<file path="config.mk">
export PLATFORM = sky130hd
export DESIGN_NAME = bcrypt_radix64_codec
export DESIGN_NICKNAME = d
export VERILOG_FILES = /design/src/rtl/bcr64_pkg.sv /design/src/rtl/bcr64_core.sv /design/src/rtl/bcr64_out.sv /design/src/rtl/bcrypt_radix64_codec.sv
export SDC_FILE = /design/constraint.sdc
export NUM_CORES = 1
export LEC_CHECK = 0
export BUFFER_PORTS_ARGS = -buffer_cell sky130_fd_sc_hd__buf_2
export CORE_ASPECT_RATIO = 0.7
export CORE_MARGIN = 5
export CORE_UTILIZATION = 45
export CTS_CLUSTER_DIAMETER = 40
export CTS_CLUSTER_SIZE = 28
export DETAILED_ROUTE_END_ITERATION = 8
export SLEW_MARGIN = 20
export SYNTH_ARGS = -nofsm -noshare
export SYNTH_HDL_FRONTEND = slang
export SYNTH_SLANG_ARGS = --single-unit
</file>
<file path="constraint.sdc">
create_clock -name aclk -period 5.97 [get_ports aclk]
set_input_delay 0.597 -clock aclk [delete_from_list [all_inputs] [get_ports aclk]]
set_output_delay 0.597 -clock aclk [all_outputs]
set_load 0.005 [all_outputs]
</file>
<file path="src/rtl/bcr64_pkg.sv">
package bcr64_pkg;

    // register indexes on the configuration port
    localparam logic CFG_MODE  = 1'b0;
    localparam logic CFG_LIMIT = 1'b1;

    localparam logic MODE_ENCODE = 1'b0;
    localparam logic MODE_DECODE = 1'b1;

    localparam logic [15:0] LIMIT_RESET = 16'd16;

    localparam logic [1:0] PH_0 = 2'd0;
    localparam logic [1:0] PH_1 = 2'd1;
    localparam logic [1:0] PH_2 = 2'd2;
    localparam logic [1:0] PH_3 = 2'd3;

    typedef struct packed {
        logic [7:0] out_byte;
        logic       bad_char;
        logic       last_out;
    } result_t;

    // results produced by one input item
    typedef struct packed {
        logic [1:0] count;
        result_t    res0;
        result_t    res1;
    } item_res_t;

    // 6-bit value to alphabet character
    function automatic logic [7:0] sym_of(input logic [5:0] v);
        logic [7:0] v8;
        v8 = {2'b00, v};
        if (v < 6'd2) begin
            sym_of = 8'h2e + v8;
        end else if (v < 6'd28) begin
            sym_of = 8'h41 + v8 - 8'd2;
        end else if (v < 6'd54) begin
            sym_of = 8'h61 + v8 - 8'd28;
        end else begin
            sym_of = 8'h30 + v8 - 8'd54;
        end
    endfunction

    // character to {valid, value}; anything above 127 is invalid
    function automatic logic [6:0] val_of(input logic [7:0] c);
        logic [7:0] d;
        d = 8'd0;
        val_of = 7'd0;
        if (c == 8'h2e) begin
            val_of = {1'b1, 6'd0};
        end else if (c == 8'h2f) begin
            val_of = {1'b1, 6'd1};
        end else if (c >= 8'h41 && c <= 8'h5a) begin
            d = c - 8'h41 + 8'd2;
            val_of = {1'b1, d[5:0]};
        end else if (c >= 8'h61 && c <= 8'h7a) begin
            d = c - 8'h61 + 8'd28;
            val_of = {1'b1, d[5:0]};
        end else if (c >= 8'h30 && c <= 8'h39) begin
            d = c - 8'h30 + 8'd54;
            val_of = {1'b1, d[5:0]};
        end
    endfunction

endpackage

</file>
<file path="src/rtl/bcr64_core.sv">
module bcr64_core (
    input  logic                  aclk,
    input  logic                  aresetn,
    input  logic                  mode,
    input  logic [15:0]           limit,
    input  logic [7:0]            in_byte,
    input  logic                  last_in,
    input  logic                  advance,
    output bcr64_pkg::item_res_t  res
);

    logic [1:0]  phase_reg, phase_next;
    logic [5:0]  carry_reg, carry_next;
    logic [15:0] bytes_reg, bytes_next;
    logic        halted_reg, halted_next;

    logic [1:0]  ph;
    logic [6:0]  dv;
    logic [5:0]  v;
    bcr64_pkg::item_res_t r;

    always_comb begin
        phase_next  = phase_reg;
        carry_next  = carry_reg;
        bytes_next  = bytes_reg;
        halted_next = halted_reg;
        r           = '0;
        ph          = (phase_reg == bcr64_pkg::PH_3) ? bcr64_pkg::PH_0 : phase_reg;
        dv          = bcr64_pkg::val_of(in_byte);
        v           = dv[5:0];

        if (mode == bcr64_pkg::MODE_ENCODE) begin
            case (ph)
                bcr64_pkg::PH_0: begin
                    r.res0.out_byte = bcr64_pkg::sym_of(in_byte[7:2]);
                    r.count         = 2'd1;
                    carry_next      = {in_byte[1:0], 4'b0000};
                    phase_next      = bcr64_pkg::PH_1;
                end
                bcr64_pkg::PH_1: begin
                    r.res0.out_byte = bcr64_pkg::sym_of({carry_reg[5:4], in_byte[7:4]});
                    r.count         = 2'd1;
                    carry_next      = {in_byte[3:0], 2'b00};
                    phase_next      = bcr64_pkg::PH_2;
                end
                default: begin
                    r.res0.out_byte = bcr64_pkg::sym_of({carry_reg[5:2], in_byte[7:6]});
                    r.res1.out_byte = bcr64_pkg::sym_of(in_byte[5:0]);
                    r.count         = 2'd2;
                    carry_next      = 6'd0;
                    phase_next      = bcr64_pkg::PH_0;
                end
            endcase
            // partial group closes with one more character
            if (last_in && phase_next != bcr64_pkg::PH_0) begin
                r.res1.out_byte = bcr64_pkg::sym_of(carry_next);
                r.count         = 2'd2;
            end
        end else if (!halted_reg && bytes_reg < limit) begin
            if (!dv[6]) begin
                r.res0.bad_char = 1'b1;
                r.count         = 2'd1;
                halted_next     = 1'b1;
            end else begin
                case (phase_reg)
                    bcr64_pkg::PH_0: begin
                        carry_next = v;
                        phase_next = bcr64_pkg::PH_1;
                    end
                    bcr64_pkg::PH_1: begin
                        r.res0.out_byte = {carry_reg, v[5:4]};
                        r.count         = 2'd1;
                        carry_next      = {2'b00, v[3:0]};
                        phase_next      = bcr64_pkg::PH_2;
                        bytes_next      = bytes_reg + 16'd1;
                    end
                    bcr64_pkg::PH_2: begin
                        r.res0.out_byte = {carry_reg[3:0], v[5:2]};
                        r.count         = 2'd1;
                        carry_next      = {4'b0000, v[1:0]};
                        phase_next      = bcr64_pkg::PH_3;
                        bytes_next      = bytes_reg + 16'd1;
                    end
                    default: begin
                        r.res0.out_byte = {carry_reg[1:0], v};
                        r.count         = 2'd1;
                        carry_next      = 6'd0;
                        phase_next      = bcr64_pkg::PH_0;
                        bytes_next      = bytes_reg + 16'd1;
                    end
                endcase
            end
        end

        if (last_in) begin
            if (r.count == 2'd2) begin
                r.res1.last_out = 1'b1;
            end else if (r.count == 2'd1) begin
                r.res0.last_out = 1'b1;
            end
            phase_next  = bcr64_pkg::PH_0;
            carry_next  = 6'd0;
            bytes_next  = 16'd0;
            halted_next = 1'b0;
        end
    end

    assign res = r;

    always_ff @(posedge aclk) begin
        if (!aresetn) begin
            phase_reg  <= bcr64_pkg::PH_0;
            carry_reg  <= 6'd0;
            bytes_reg  <= 16'd0;
            halted_reg <= 1'b0;
        end else if (advance) begin
            phase_reg  <= phase_next;
            carry_reg  <= carry_next;
            bytes_reg  <= bytes_next;
            halted_reg <= halted_next;
        end
    end

endmodule

</file>
<file path="src/rtl/bcr64_out.sv">
module bcr64_out (
    input  logic                  aclk,
    input  logic                  aresetn,
    input  logic                  load,
    input  bcr64_pkg::item_res_t  res,
    input  logic                  m_ready,
    output logic                  m_valid,
    output bcr64_pkg::result_t    head,
    output logic                  free
);

    bcr64_pkg::result_t r0_reg, r1_reg;
    logic [1:0]         cnt_reg, cnt_next;
    logic               pop;

    assign m_valid = (cnt_reg != 2'd0);
    assign head    = r0_reg;
    assign pop     = m_valid && m_ready;
    // room for a new pair once the last held result leaves this cycle
    assign free    = (cnt_reg == 2'd0) || (cnt_reg == 2'd1 && m_ready);

    always_comb begin
        cnt_next = cnt_reg;
        if (load) begin
            cnt_next = res.count;
        end else if (pop) begin
            cnt_next = cnt_reg - 2'd1;
        end
    end

    always_ff @(posedge aclk) begin
        if (!aresetn) begin
            cnt_reg <= 2'd0;
        end else begin
            cnt_reg <= cnt_next;
        end
    end

    always_ff @(posedge aclk) begin
        if (load) begin
            r0_reg <= res.res0;
            r1_reg <= res.res1;
        end else if (pop) begin
            r0_reg <= r1_reg;
        end
    end

endmodule

</file>
<file path="src/rtl/bcrypt_radix64_codec.sv">
// Streaming radix-64 codec on the bcrypt alphabet "./A-Za-z0-9", no padding.
// Mode register 0 encodes bytes into characters, 1 decodes characters into
// bytes up to the limit register's byte count per stream; s_last_in ends
// a stream and clears the group state. An input transfer is registered,
// then combinational table logic turns it into zero, one or two results
// held in a two-entry output pair. Items giving at most one result move
// at one per cycle while the receiver is ready; after an item giving two
// results the next item waits for the pair to free, so an encode stream
// runs at four characters per three bytes, set by the single output
// transfer per cycle. A decode error gives one result with m_bad_char set
// and m_out_byte zero, then output stays off until the stream's last item.
// Configuration writes take effect at once and must come while idle.
module bcrypt_radix64_codec (
    input  logic        aclk,
    input  logic        aresetn,
    // configuration
    input  logic        cfg_we,
    input  logic        cfg_index,
    input  logic [15:0] cfg_wdata,
    // input channel
    input  logic        s_valid,
    output logic        s_ready,
    input  logic [7:0]  s_in_byte,
    input  logic        s_last_in,
    // result channel
    output logic        m_valid,
    input  logic        m_ready,
    output logic [7:0]  m_out_byte,
    output logic        m_bad_char,
    output logic        m_last_out
);

    logic        mode_reg;
    logic [15:0] limit_reg;

    logic        in_valid_reg;
    logic [7:0]  in_byte_reg;
    logic        in_last_reg;

    bcr64_pkg::item_res_t res;
    bcr64_pkg::result_t   head;
    logic                 out_free;
    logic                 advance;

    // configuration registers
    always_ff @(posedge aclk) begin
        if (!aresetn) begin
            mode_reg  <= bcr64_pkg::MODE_ENCODE;
            limit_reg <= bcr64_pkg::LIMIT_RESET;
        end else if (cfg_we) begin
            if (cfg_index == bcr64_pkg::CFG_MODE) begin
                mode_reg <= cfg_wdata[0];
            end else begin
                limit_reg <= cfg_wdata;
            end
        end
    end

    // the registered item moves on when it makes no result or the pair is free
    assign advance = in_valid_reg && ((res.count == 2'd0) || out_free);
    assign s_ready = !in_valid_reg || advance;

    always_ff @(posedge aclk) begin
        if (!aresetn) begin
            in_valid_reg <= 1'b0;
        end else if (s_ready) begin
            in_valid_reg <= s_valid;
        end
    end

    always_ff @(posedge aclk) begin
        if (s_ready && s_valid) begin
            in_byte_reg <= s_in_byte;
            in_last_reg <= s_last_in;
        end
    end

    bcr64_core u_core (
        .aclk    (aclk),
        .aresetn (aresetn),
        .mode    (mode_reg),
        .limit   (limit_reg),
        .in_byte (in_byte_reg),
        .last_in (in_last_reg),
        .advance (advance),
        .res     (res)
    );

    bcr64_out u_out (
        .aclk    (aclk),
        .aresetn (aresetn),
        .load    (advance && (res.count != 2'd0)),
        .res     (res),
        .m_ready (m_ready),
        .m_valid (m_valid),
        .head    (head),
        .free    (out_free)
    );

    assign m_out_byte = head.out_byte;
    assign m_bad_char = head.bad_char;
    assign m_last_out = head.last_out;

endmodule

</file>
==> run summary <==
The total power after layout is 1.82 mW, and the endpoint arrival time on the critical path is 4.76 ns. The tools report the setup TNS after final layout as 0 ns. Summed over all layers, the global routing overflow is 0. The worst-case reg-to-reg path depth works out to 10. The run finished with clean final reports. For the number of slew-limit violations in the final report, the log shows 0. The routed design could run at a clock period as short as 4.50 ns.

Library cell appearing most often on the critical path: sky130_fd_sc_hd__a21oi_1. The number of clock sinks seen by CTS was 73; the relative contribution of the clock network to total power was 31.4%. The number of enable flip-flop cells after synthesis was 28; the post-synthesis cell count was 937.

Across the VDD grid, the largest voltage drop is 132 uV. Yosys printed 0 warnings. After synthesis, the mean cell area works out to 7.56 um^2. TritonCTS built the clock tree.

Net switching is 37.2% of the power. At the worst endpoint, the required time is 6.24 ns. The routed wirelength normalized by instance count is 19.8 um. Walking the worst path, the cells encountered are clkinv_1 > ha_1 > inv_1 > a21oi_1 > a22o_1 > nand4_1 > a31oi_1 > or3_4 > or4_1 > a21oi_1.

The total standard cell area after synthesis came out at 7090 um^2. After synthesis, the most frequently instantiated cells are sky130_fd_sc_hd__nand2_1, sky130_fd_sc_hd__a21oi_1, sky130_fd_sc_hd__ha_1. The register area is 1740 um^2, and the number of unique standard cell types used by synthesis is 76. After synthesis, the cell types taking the most area are sky130_fd_sc_hd__ha_1, sky130_fd_sc_hd__dfxtp_1, sky130_fd_sc_hd__edfxtp_1, sky130_fd_sc_hd__nand2_1, sky130_fd_sc_hd__a21oi_1. The fraction of power consumed by combinational cells is 34.8%, and the proportion of register bits with asynchronous set or reset after synthesis is 0%. The fraction of the cycle the final worst path needs was 75.3%; the least setup slack across all paths after layout was 1.47 ns.

At the end of the flow, the number of nets in the layout was 1,051. Number of vias after detailed routing: 7,040. For the relative contribution of sequential cells to total power, the log shows 33.8%. Setup repair after global routing left no endpoint under its margin. Buffers inserted to repair hold after CTS numbered 0.

Number of diodes: 0. In the final layout, the multi-input gates occupy 4880 um^2. The final count of negative-setup-slack endpoints is 0, and the number of synthesized register bits is 73. After clock tree synthesis, the clock-pin slew on the worst setup and hold paths is 0.06 ns. The latest clock arrival within the worst-skew pair is 0.34 ns, and the count of instances resized after the clock tree is built is 0. The worst register-to-register path ends at u_core.bytes_reg[14].

The count of port buffers added during placement works out to 42. The row count was 38. The tree is rooted in a sky130_fd_sc_hd__clkbuf_16. The tool flagged a number of max-cap violations equal to 0.

Before antenna repair, the detailed router went through 6 iterations. Layout filler cell count: 1,535. Sequential elements use 24.6% of the synthesized area. The worst hold path depth is 1, and the number of buffers added for setup after CTS is 0. Based on the critical path, the design can be clocked at up to 222 MHz.

The logic depth of the worst setup path including buffers was 10. Critical path launch point type: a flop. Across the routed clock network, the largest skew measured is 0.00553 ns. The number of global-route vias before repair came out at 6,089. The number of buffers and inverters on the critical path is 2. The logs give 1,047 for the post-synthesis net count and 765 for the DRC marker count from the first detailed-route iteration. Along the worst path, the maximum fanout reaches 19. OpenSTA, run right after detailed placement, puts the worst setup slack at 1.66 ns. The worst hold-check slack was 0.427 ns; the transition time at the pin with the least slew margin was 1.04 ns. The last weighted congestion value of the routability-driven placer came out at 0.912. The logs give 24.3% for the overall track demand over capacity in global routing and 0 for the number of remaining DRC errors. The global-route wire length before repair was 35,500 um. STA classifies the critical path endpoint as a flop. Across all register-to-register paths, the minimum setup slack is 1.47 ns. Count of endpoints failing hold in the final timing report: 0.

Once detailed placement completed, the half-perimeter wirelength came to 17,000 um. The H-tree generated during clock tree synthesis spans 3 levels. After detailed routing, the number of vias per cell comes to 6.14.

For the initial antenna violation count, the log shows 0. The run gives 2 as the number of buffers on the longest clock path. The routed design has 22,700 um of wire. The slowest stage of the critical path is the sky130_fd_sc_hd__edfxtp_1 cell. The startpoint identified for the worst hold timing path is s_in_byte[6].

The top flip-flop cell by instance count after synthesis was sky130_fd_sc_hd__dfxtp_1. Compared with the post-synthesis result, the final layout area differs by 8.00%. The most critical setup path has its startpoint at in_byte_reg[5]. The min-delay analysis places its worst path in the category in2reg.

For this run, the share of the core covered by cells in the final layout is 49.5%. Category of cells accounting for the largest share of critical-path delay: simple AND/OR/NAND/NOR gates. The setup path with the least slack is of type reg2reg. The CTS buffer count came out at 9.

The proportion of layout cells with a drive suffix above 1 works out to 7.93%. The overall die width was 160 um; the internal power was 1.14 mW. The core region is 15,500 um^2. The area fraction of the dominant cell type after synthesis came out at 13.9%.

Leading area contributor after synthesis: sky130_fd_sc_hd__ha_1. The largest net degree at the start of global routing was 30; the number of placed I/O pins was 43. In this run the critical register-to-register path is launched from in_byte_reg[5].

The largest single stage delay on the critical path is 0.89 ns. The worst pin sits at a relative slew slack of 30.4%. From bottom edge to top edge, the die measures 115 um. The most instantiated library cell after synthesis is sky130_fd_sc_hd__nand2_1. Once detail routing completed, the nets flagged for antenna violations numbered 0. The net switching power was 0.677 mW; the power density relative to cell area was 238 nW/um^2.

The die area came out at 18,400 um^2. For this configuration, the core starts out at a cell density of 45.9%. For this design the static power due to leakage is 2.93 nW. The worst hold path terminates at in_byte_reg[6].
==> worst max path at each step <==
stage	to	slack [ns]
2_1_floorplan	u_core.bytes_reg[14]	2.73
3_3_place_gp	u_core.bytes_reg[14]	1.83
3_5_place_dp	u_core.bytes_reg[14]	1.66
4_1_cts	u_core.bytes_reg[14]	1.62
5_1_grt	u_core.bytes_reg[14]	1.17
6_report	u_core.bytes_reg[14]	1.47
==> metal layers <==
layer	wire length (um)	GRT usage, %
met1	11800	40.2
met2	8120	29.3
met3	2390	7.85
met4	331	4.64
met5	0	0
==> power groups by stage <==
stage                     clock network (mW)  logic (mW)  registers [mW]
after global placement                     0       0.616           0.624
after floorplan                            0       0.443           0.607
after detailed placement                   0       0.612           0.625
after CTS                              0.583       0.616           0.614
after global routing                   0.604       0.689           0.622
final                                  0.571       0.633           0.615
==> placed cells by master (no fill, tap or decap), drive strengths merged, types with 4 or more instances in the layout <==
master,netlist,layout
a211oi,17,17
a21o,11,11
a21oi,84,84
a221oi,6,6
a22oi,12,12
a311oi,4,4
a31oi,19,19
and2,10,10
and3,9,9
buf,11,46
clkbuf,42,11
clkinv,3,5
dfxtp,45,45
edfxtp,28,28
ha,79,79
inv,58,59
mux2i,7,7
nand2,123,123
nand2b,12,12
nand3,33,33
nand4,16,16
nor2,77,77
nor2b,5,5
nor3,19,19
nor4,7,7
o2111ai,8,8
o211ai,7,7
o21a,6,6
o21ai,58,58
o22ai,7,7
o311ai,6,6
o31ai,7,7
o32ai,5,5
or3,6,6
xnor2,37,37
xor2,8,8
==> cell type report <==
type | count | share of cell area (%)
Sequential cell | 73 | 22.8
Timing Repair Buffer | 46 | 3.14
Clock buffer | 11 | 3.32
Multi-Input combinational cell | 750 | 63.7
Tap cell | 200 | 3.27
Inverter | 61 | 2.99
Clock inverter | 5 | 0.785
==> through the flow <==
| stage | instance area [um^2] | instances |
|---|---|---|
| detailed placement | 7340 | 1130 |
| CTS | 7650 | 1146 |
| global placement | 7340 | 1130 |
| floorplan | 7090 | 937 |
| finish | 7650 | 1146 |
| global route | 7650 | 1146 |
==> cell families (layout without fill, tap and decap cells) <==
logic type	count (synthesis)	in the layout	share of synthesized area, %
xor gates and xnor gates	45	45	5.56
DFF	73	73	24.6
and+or+nand+nor	330	330	21.5
buffers and inverters	114	123	6.59
muxes	7	7	0.989
adders and majority gates	79	79	13.9
AOI/OAI and AO/OA	289	289	26.8
(Power assumes the default switching activity.)
